**src/bsr_ram.sv**
```systemverilog
// generic simple dual-port ram with registered read
module bsr_ram #(
	parameter int WIDTH = 8,
	parameter int DEPTH = 2
) (
	input  logic                                   clk,
	input  logic                                   we,
	input  logic [((DEPTH > 1) ? $clog2(DEPTH) : 1)-1:0] waddr,
	input  logic [WIDTH-1:0]                       wdata,
	input  logic [((DEPTH > 1) ? $clog2(DEPTH) : 1)-1:0] raddr,
	output logic [WIDTH-1:0]                       rdata
);
	logic [WIDTH-1:0] mem [DEPTH];

	always_ff @(posedge clk) begin
		if (we) begin
			mem[waddr] <= wdata;
		end
		rdata <= mem[raddr];
	end
endmodule

```
**config.mk**
```make
export PLATFORM = sky130hd
export DESIGN_NAME = bsr_ram
export DESIGN_NICKNAME = d
export VERILOG_FILES = /design/src/bsr_ram.sv
export SDC_FILE = /design/constraint.sdc
export NUM_CORES = 1
export LEC_CHECK = 0
export ABC_AREA = 1
export BUFFER_PORTS_ARGS = -buffer_cell sky130_fd_sc_hd__clkbuf_2
export CORE_ASPECT_RATIO = 1.1
export CORE_MARGIN = 2
export CORE_UTILIZATION = 45
export DETAILED_ROUTE_END_ITERATION = 8
export PLACE_DENSITY_LB_ADDON = 0.15
export SLEW_MARGIN = 10
export SYNTH_ARGS = -nofsm -noshare
export SYNTH_HDL_FRONTEND = slang
export SYNTH_SLANG_ARGS = --single-unit
export TNS_END_PERCENT = 50
```
**constraint.sdc**
```tcl
create_clock -name clk -period 1.6 [get_ports clk]
set_input_delay 0.32 -clock clk [delete_from_list [all_inputs] [get_ports clk]]
set_output_delay 0.32 -clock clk [all_outputs]
set_load 0.02 [all_outputs]
```
==> flow_summary.ini <==
[status]
outcome = complete, no violations

[floorplanning]
num_io_pins = 20
rows = 15
initial_core_util = 0.483
core_um2 = 1580
die_height_um = 47.1
dieArea_um2 = 2040
fp.dieW_um = 43.2

[global_route]
grt_pass1_wl_um = 1320
antenna_found_initial = 0
track_usage = 0.0997
grt_max_degree = 15
grt_busiest_layer = met2
met2_usage = 0.212
use_met1 = 0.0685
overflow = 0
grt_pass1_vias = 360
use_met3 = 0.0231

[synthesis]
avgSynthCellArea_um2 = 14.1
synth_xor_area_frac = 0
synth_adder_area_share = 0
ys_seq_area_frac = 0.842
yosysWarningCount = 0
synth_compound_area_frac = 0
synth_mux_area_frac = 0
synth_top_family_by_area = simple AND/OR/NAND/NOR gates
synthCells = 54
synthesis.nets = 66
syn_area_um2 = 761
synth_cell_types = 7
synth-simple-area-share = 0.128
synth_seq_cells = 24

[sta]
finalHoldViolations = 0
skew_ns = 0.00290
layout_setup_ws_ns = 0.490
setup_viol = 0
tightest_slew_ns = 0.297
fin_setup_tns_ns = 0
period_share = 0.694
slew_headroom = 0.802
period_needed_ns = 1.11
fmax_mhz = 901
drv_slew = 0
grt_setup_unrepaired = false

[pwr]
power_frac_comb = 0.073
p_sw_uw = 236
power_frac_seq = 0.584
p_int_uw = 994
vdd_drop_max_v = 0.000726
powerDensity_nw_per_um2 = 1330
clockPowerShare = 0.343
p_leak_uw = 0.000422
p_sw_frac = 0.192

[placed_design]
place_inst = 90
hpwlAfterDp_um = 663
place_ws_ns = 0.567
gp_congestion = 0.716
port_buffers = 19

[clock_tree]
clk_latency_ns = 0.30
ctsResizeCount = 0
clkTransAtPathRegs_ns = 0.12
post_cts_buffers = 0
cts_max_level = 1
cts-root-buf = clkbuf_4
postCtsHoldBufs = 0
cts_max_path_buffers = 2
cts_sinks = 24
cts_buffers = 3
tritoncts = done

[route]
vias = 424
routedWlPerCell_um = 9.96
vias_per_cell = 4.51
wl_um = 936
drc_errors = 0
drtPass1Iterations = 2
drtIter0Drc = 2
antenna_left = 0

[final_layout]
multi_input_area_um2 = 97.6
diodes = 0
fin_nets = 90
drive_above_1_share = 0.325
fill_cells = 143
seq_area_um2 = 641
finalNonFillerCells = 94
utilization = 0.587
final_common_cell = nand2_1
layout_common_cells = nand2_1, clkbuf_2, edfxtp_1, dfxtp_1, clkbuf_4
area_growth_pct = 21.7

[worst_setup_path]
slowest_stage = dfxtp_1
cpPeakStageDelay_ns = 0.33
crit_chain = clkbuf_2
critPathKind = reg2out
critPathMaxFanout = 1
cp.required_ns = 1.28
worst_ep_arrival_time_ns = 0.79
worst-path-buf-inv = 1
start_kind = flop
endpoint_kind = output port
critical-path-top-delay-family = flip-flops

[flow_run]
drv_cap = 0

[hold_path]
hold_class = in2reg
## sequential cells by signal (all words and copies together) (netlist names)
name,count
mem,16
rdata,8
## final timing paths
path / start / end / slack, ns / depth (start not counted)
max: rdata[4] / rdata[4] / 0.49 / 1
min: wdata[5] / mem[1][5] / 0.19 / 1
min reg2reg: mem[0][1] / rdata[1] / 0.45 / 2
max reg2reg: mem[0][3] / rdata[3] / 1.01 / 2
## per-layer routing
layer  share of wire  up-vias  wire [µm]
li1                -      223          -
met1            0.37      185        344
met2            0.56       14        522
met3           0.060        2         56
met4           0.013        0         12
met5               0        -          0
## synthesized netlist by cell type
master | instances | area share
nand2_1 | 25 | 0.12
edfxtp_1 | 16 | 0.63
dfxtp_1 | 8 | 0.21
inv_1 | 2 | 0.0099
buf_6 | 1 | 0.015
inv_2 | 1 | 0.0049
nor2_1 | 1 | 0.0049
## through the flow
stage	instance area, µm²	hold slack, ns	total power (µW)
3_3_place_gp	873	0.416	822
6_report	926	0.194	1230
2_1_floorplan	761	0.412	785
5_1_grt	926	0.185	1270
4_1_cts	926	0.185	1240
3_5_place_dp	873	0.424	824
## cell type report
class / count / area share
tap: 17 / 0.0230
sequential: 24 / 0.692
clock inverter: 1 / 0.0324
multi-input combinational: 26 / 0.105
clock buffer: 3 / 0.0243
inverter: 3 / 0.0122
timing repair buffer: 20 / 0.111
## cells by family after synthesis
logic type    after synthesis
buf+inv                     4
flops                      24
simple gates               26
## power groups by stage
stage | registers (µW) | logic, µW | clock network (µW)
after detailed placement | 733 | 91.1 | 0
after floorplan | 756 | 28.7 | 0
after global placement | 732 | 89.3 | 0
after global routing | 723 | 98.7 | 448
after CTS | 718 | 91.2 | 433
final | 718 | 89.3 | 422
Note: power is estimated with default switching activity, not from simulation.
