### config.mk
export PLATFORM = sky130hd
export DESIGN_NAME = bsr_outbuf
export DESIGN_NICKNAME = d
export VERILOG_FILES = /design/src/bsr_pkg.sv /design/src/bsr_outbuf.sv
export SDC_FILE = /design/constraint.sdc
export NUM_CORES = 1
export LEC_CHECK = 0
export BUFFER_PORTS_ARGS = -buffer_cell sky130_fd_sc_hd__clkbuf_2
export CAP_MARGIN = 20
export CORE_AREA = 4 4 135 137
export CTS_CLUSTER_SIZE = 25
export DETAILED_ROUTE_END_ITERATION = 8
export DIE_AREA = 0 0 139 141
export PLACE_DENSITY_LB_ADDON = 0.15
export SETUP_SLACK_MARGIN = 0.4
export SYNTH_ARGS = -nofsm -noshare
export SYNTH_HDL_FRONTEND = slang
export SYNTH_SLANG_ARGS = --single-unit
### constraint.sdc
create_clock -name clk -period 5.1 [get_ports clk]
set_input_delay 0.255 -clock clk [delete_from_list [all_inputs] [get_ports clk]]
set_output_delay 0.255 -clock clk [all_outputs]
set_load 0.1 [all_outputs]
### src/bsr_pkg.sv
// shared types and constants of the stream registry
package bsr_pkg;
	localparam int DEPTH = 32;
	localparam int SLOTS = DEPTH + 1;
	localparam int AW = (SLOTS > 1) ? $clog2(SLOTS) : 1;
	localparam int LW = $clog2(SLOTS + 1);
	localparam int CW = 6;

	localparam logic [1:0] CMD_ACQUIRE  = 2'd0;
	localparam logic [1:0] CMD_SWEEP    = 2'd1;
	localparam logic [1:0] CMD_CLEAR    = 2'd2;
	localparam logic [1:0] CMD_RESERVED = 2'd3;

	localparam logic [2:0] OC_ALIAS   = 3'd0;
	localparam logic [2:0] OC_UPLOAD  = 3'd1;
	localparam logic [2:0] OC_EVICTED = 3'd2;
	localparam logic [2:0] OC_DROPPED = 3'd3;
	localparam logic [2:0] OC_DONE    = 3'd4;
	localparam logic [2:0] OC_CLEARED = 3'd5;

	typedef struct packed {
		logic [3:0]  kind;
		logic [4:0]  location;
		logic [2:0]  components;
		logic [47:0] buffer;
		logic [31:0] revision;
		logic [31:0] offset;
		logic [31:0] count;
	} key_t;

	typedef struct packed {
		key_t        key;
		logic [31:0] seen_frame;
	} entry_t;

	typedef struct packed {
		logic [1:0]  cmd;
		logic [3:0]  key_kind;
		logic [4:0]  key_location;
		logic [2:0]  key_components;
		logic [47:0] key_buffer;
		logic [31:0] key_revision;
		logic [31:0] key_offset;
		logic [31:0] key_count;
		logic [31:0] frame_number;
		logic [31:0] grace_frames;
	} in_item_t;

	typedef struct packed {
		logic [2:0]  outcome;
		logic [3:0]  out_kind;
		logic [4:0]  out_location;
		logic [2:0]  out_components;
		logic [47:0] out_buffer;
		logic [31:0] out_revision;
		logic [31:0] out_offset;
		logic [31:0] out_count;
		logic [5:0]  released;
		logic [5:0]  live_entries;
		logic        last;
	} out_item_t;
endpackage

### src/bsr_outbuf.sv
// output register between the sequencer and the result channel
module bsr_outbuf import bsr_pkg::*; (
	input  logic      clk,
	input  logic      arst_n,
	input  logic      load_valid,
	output logic      load_ready,
	input  out_item_t load_item,
	output logic      out_valid,
	input  logic      out_ready,
	output out_item_t out_item
);
	logic      valid_q;
	out_item_t item_q;

	assign load_ready = !valid_q || out_ready;
	assign out_valid = valid_q;
	assign out_item = item_q;

	always_ff @(posedge clk or negedge arst_n) begin
		if (!arst_n) begin
			valid_q <= 1'b0;
		end else if (load_ready) begin
			valid_q <= load_valid;
		end
	end

	always_ff @(posedge clk) begin
		if (load_ready && load_valid) begin
			item_q <= load_item;
		end
	end
endmodule
==> run summary, run 1 <==
Yosys top cell area share = 99.0%
status = aborted with a tool error
gpl congestion = 0.776
clk root buf = clkbuf_16
register area share after synthesis = 99.4%
Err = [ERROR RSZ-0060] Max buffer count reached.
Die Ht = 141 um
H-tree depth = 4
Die W = 139 um
# placed instances = 751
library cells used by synthesis = 5
syn avg cell area = 29.7 um2
post-synthesis cell area = 0.00522 mm2
Fail Step = clock tree synthesis
clk buf depth = 2
Area contributors post-synth = edfxtp_1, dfrtp_1, nand2b_4
io pins = 350
Post-CTS Hold Buffers = 157
syn_nets = 352
Row Count = 48
postcts setup bufs = 0
Synth warnings = 0
number of synthesized register bits = 173
cts repair resizes = 0
Sink Count = 173
Post-Syn Instances = 176
Buffers on Ports = 349
clock buffer count from CTS = 17
area leader, netlist = edfxtp_1
Initial Util = 30.6%
DP Area = 0.00727 mm2
-- cell families after synthesis --
group	after synthesis	share of synthesized area [%]
flip-flops	173	99.4
AND/OR/NAND/NOR	3	0.551
-- stage by stage --
step	utilization, %	setup WS [ns]
after floorplan	-	2.16
after global placement	42.6	2.94
after detailed placement	42.6	2.90
-- synth_stat cells --
cell type,instances
edfxtp_1,172
and2_4,1
dfrtp_1,1
nand2b_1,1
nand2b_4,1
==> inputs of run 2 (changes only) <==
--- a/config.mk
+++ b/config.mk
@@ -7,12 +7,10 @@
 export LEC_CHECK = 0
 export BUFFER_PORTS_ARGS = -buffer_cell sky130_fd_sc_hd__clkbuf_2
 export CAP_MARGIN = 20
-export CORE_AREA = 4 4 135 137
-export CTS_CLUSTER_SIZE = 25
+export CORE_AREA = 4 4 167 169
 export DETAILED_ROUTE_END_ITERATION = 8
-export DIE_AREA = 0 0 139 141
+export DIE_AREA = 0 0 171 173
 export PLACE_DENSITY_LB_ADDON = 0.15
-export SETUP_SLACK_MARGIN = 0.4
 export SYNTH_ARGS = -nofsm -noshare
 export SYNTH_HDL_FRONTEND = slang
 export SYNTH_SLANG_ARGS = --single-unit
==> run 2 against run 1 <==
  * The flow now finishes without violations
  * Synthesized area unchanged
  * Synthesized cell count is the same
==> run summary, run 2 <==
most common cell after layout, fill and taps aside = clkbuf_2
CTS tree = built
Die Ht = 173 um
Max VDD drop = 0.160 mV
Lkg Pwr = 3.96 nW
worst-skew pair later-pin latency = 0.41 ns
die area = 0.0296 mm2
syn_nets = 352
Iteration-0 DRC Markers = 107
DPL Wire Length = 11.5 mm
Area contributors post-synth = edfxtp_1, dfrtp_1, nand2b_4
final period utilization = 42.4%
max reg flops = 172
Syn-to-layout area delta = 78.5%
worst path cell trace = nand2b_4 > and2_4 > buf_4 > buf_4
fmax = 462 MHz
Period minus WS final = 2.16 ns
io pins = 350
clk root buf = clkbuf_16
commonest cells in the netlist = edfxtp_1, and2_4, dfrtp_1, nand2b_1, nand2b_4
crit-path max cell delay = 0.63 ns
Crit-path slowest cell = buf_4
nets@finish = 851
most used cell, CP = buf_4
syn avg cell area = 29.7 um2
commonest non-fill, non-tap cells in the layout = clkbuf_2, edfxtp_1, dlygate4sd3_1
area leader, netlist = edfxtp_1
clock buffer count from CTS = 17
Antenna Nets Post-Route = 0
Yosys top cell area share = 99.0%
vias in the first global route = 3989
maxcap violations = 0
largest net degree at the start of global routing = 78
Core Box Area = 0.0266 mm2
first-pass GRT wire length = 22.1 mm
number of synthesized register bits = 173
EDFF count, synth = 172
area taken by multi-input logic gates = 28.8 um2
Worst-Margin Slew = 0.979 ns
critical path endpoint category = flop
count leader, synth = edfxtp_1
clk buf depth = 2
initial antenna violation count = 1
ratio of cells with drive above 1 in the final layout = 55.7%
post-synthesis cell area = 0.00522 mm2
setup TNS = 0 ns
via count = 3636
Fillers = 2635
CP required = 5.14 ns
drt total wl = 15.0 mm
Worst Skew = 0.0123 ns
Row Count = 60
final setup vio count = 0
cts repair resizes = 0
Cell Pwr Density = 413 mW/mm2
total track usage = 9.74%
critical path class = reg -> reg
HP Class = in -> reg
Sink Count = 173
crit start category = flop
register area share after synthesis = 99.4%
H-tree depth = 4
Buffers on Ports = 349
Vias/cell = 3.53
Die W = 171 um
GRT overflow = 0
gpl congestion = 0.722
Core Util, Final = 35.1%
final hold viol count = 0
Synth Flop Type = edfxtp_1
Register Area = 0.00519 mm2
status = completed
Initial Util = 19.6%
DRC = 0
Synth warnings = 0
async set-reset flop share out of synthesis = 0.578%
Max FO, Critical Path = 52
router iterations before antenna repair = 4
Worst EP arrival = 2.20 ns
RSZ-0062 raised after global routing = false
Pins Over Slew Limit = 0
Worst-path clk slew = 0.07 ns
Rel. slew slack = 34.8%
wire per inst = 14.6 um
library cells used by synthesis = 5
Post-Syn Instances = 176
## run 2: worst paths after layout
kind	depth (start not counted)	from	to	slack, ns
min in group asynchronous	2	arst_n	out_valid$_DFFE_PN0P_	0.13
min reg2reg	2	out_valid$_DFFE_PN0P_	out_valid$_DFFE_PN0P_	0.57
min	1	load_item[83]	out_item[83]$_DFFE_PP_	0.02
max in group asynchronous	2	arst_n	out_valid$_DFFE_PN0P_	4.88
max	4	out_valid$_DFFE_PN0P_	out_item[75]$_DFFE_PP_	2.94
max reg2reg	4	out_valid$_DFFE_PN0P_	out_item[75]$_DFFE_PP_	2.94
## run 2: routing by layer
layer	vias to the layer above	part of all wire [%]	GRT usage, %
met5	-	0	0
met4	0	1.0	2.64
met1	1721	36	10.2
li1	1715	-	-
met2	191	53	17.5
met3	9	10	4.46
## run 2: stage by stage
step	hold slack, ns	power, mW	instance area [um2]	cells	setup WS [ns]
final	0.0231	3.85	9320	1029	2.94
after global routing	-0.00190	4.00	9320	1029	2.79
after CTS	0.0000270	3.90	9150	1012	2.90
after detailed placement	0.0327	2.44	7410	869	2.91
after global placement	0.0347	2.43	7410	869	2.99
after floorplan	-0.0406	2.28	5220	176	2.16
## run 2: cells by family after synthesis
kind of cell	share of synthesized area (%)
simple gates	0.551
flops	99.4
## run 2: report_power, final
part           switching (mW)  internal [mW]  total (mW)
Combinational           0.640          0.158       0.798
Sequential             0.0210           1.66        1.68
Clock                   0.541          0.826        1.37
## run 2: worst max-delay path: cells and delay by family, from the launching register on
kind                   cells  cell delay, ns
DFF                        1            0.41
and+or+nand+nor            2            0.23
buffers and inverters      2            1.09
## run 2: final cells by class
class / count / share of cell area [%]
Antenna cell: 1 / 0.0269
Tap cell: 341 / 4.58
Multi-Input combinational cell: 3 / 0.309
Sequential cell: 173 / 55.7
Clock inverter: 12 / 1.99
Clock buffer: 19 / 4.65
Timing Repair Buffer: 480 / 32.7
## run 2: what timing repair did
action,CTS,global route
hold buffers,112,16
buffers inserted,0,0
hold endpoints to repair,112,16
Power figures use the tool's default switching activity.
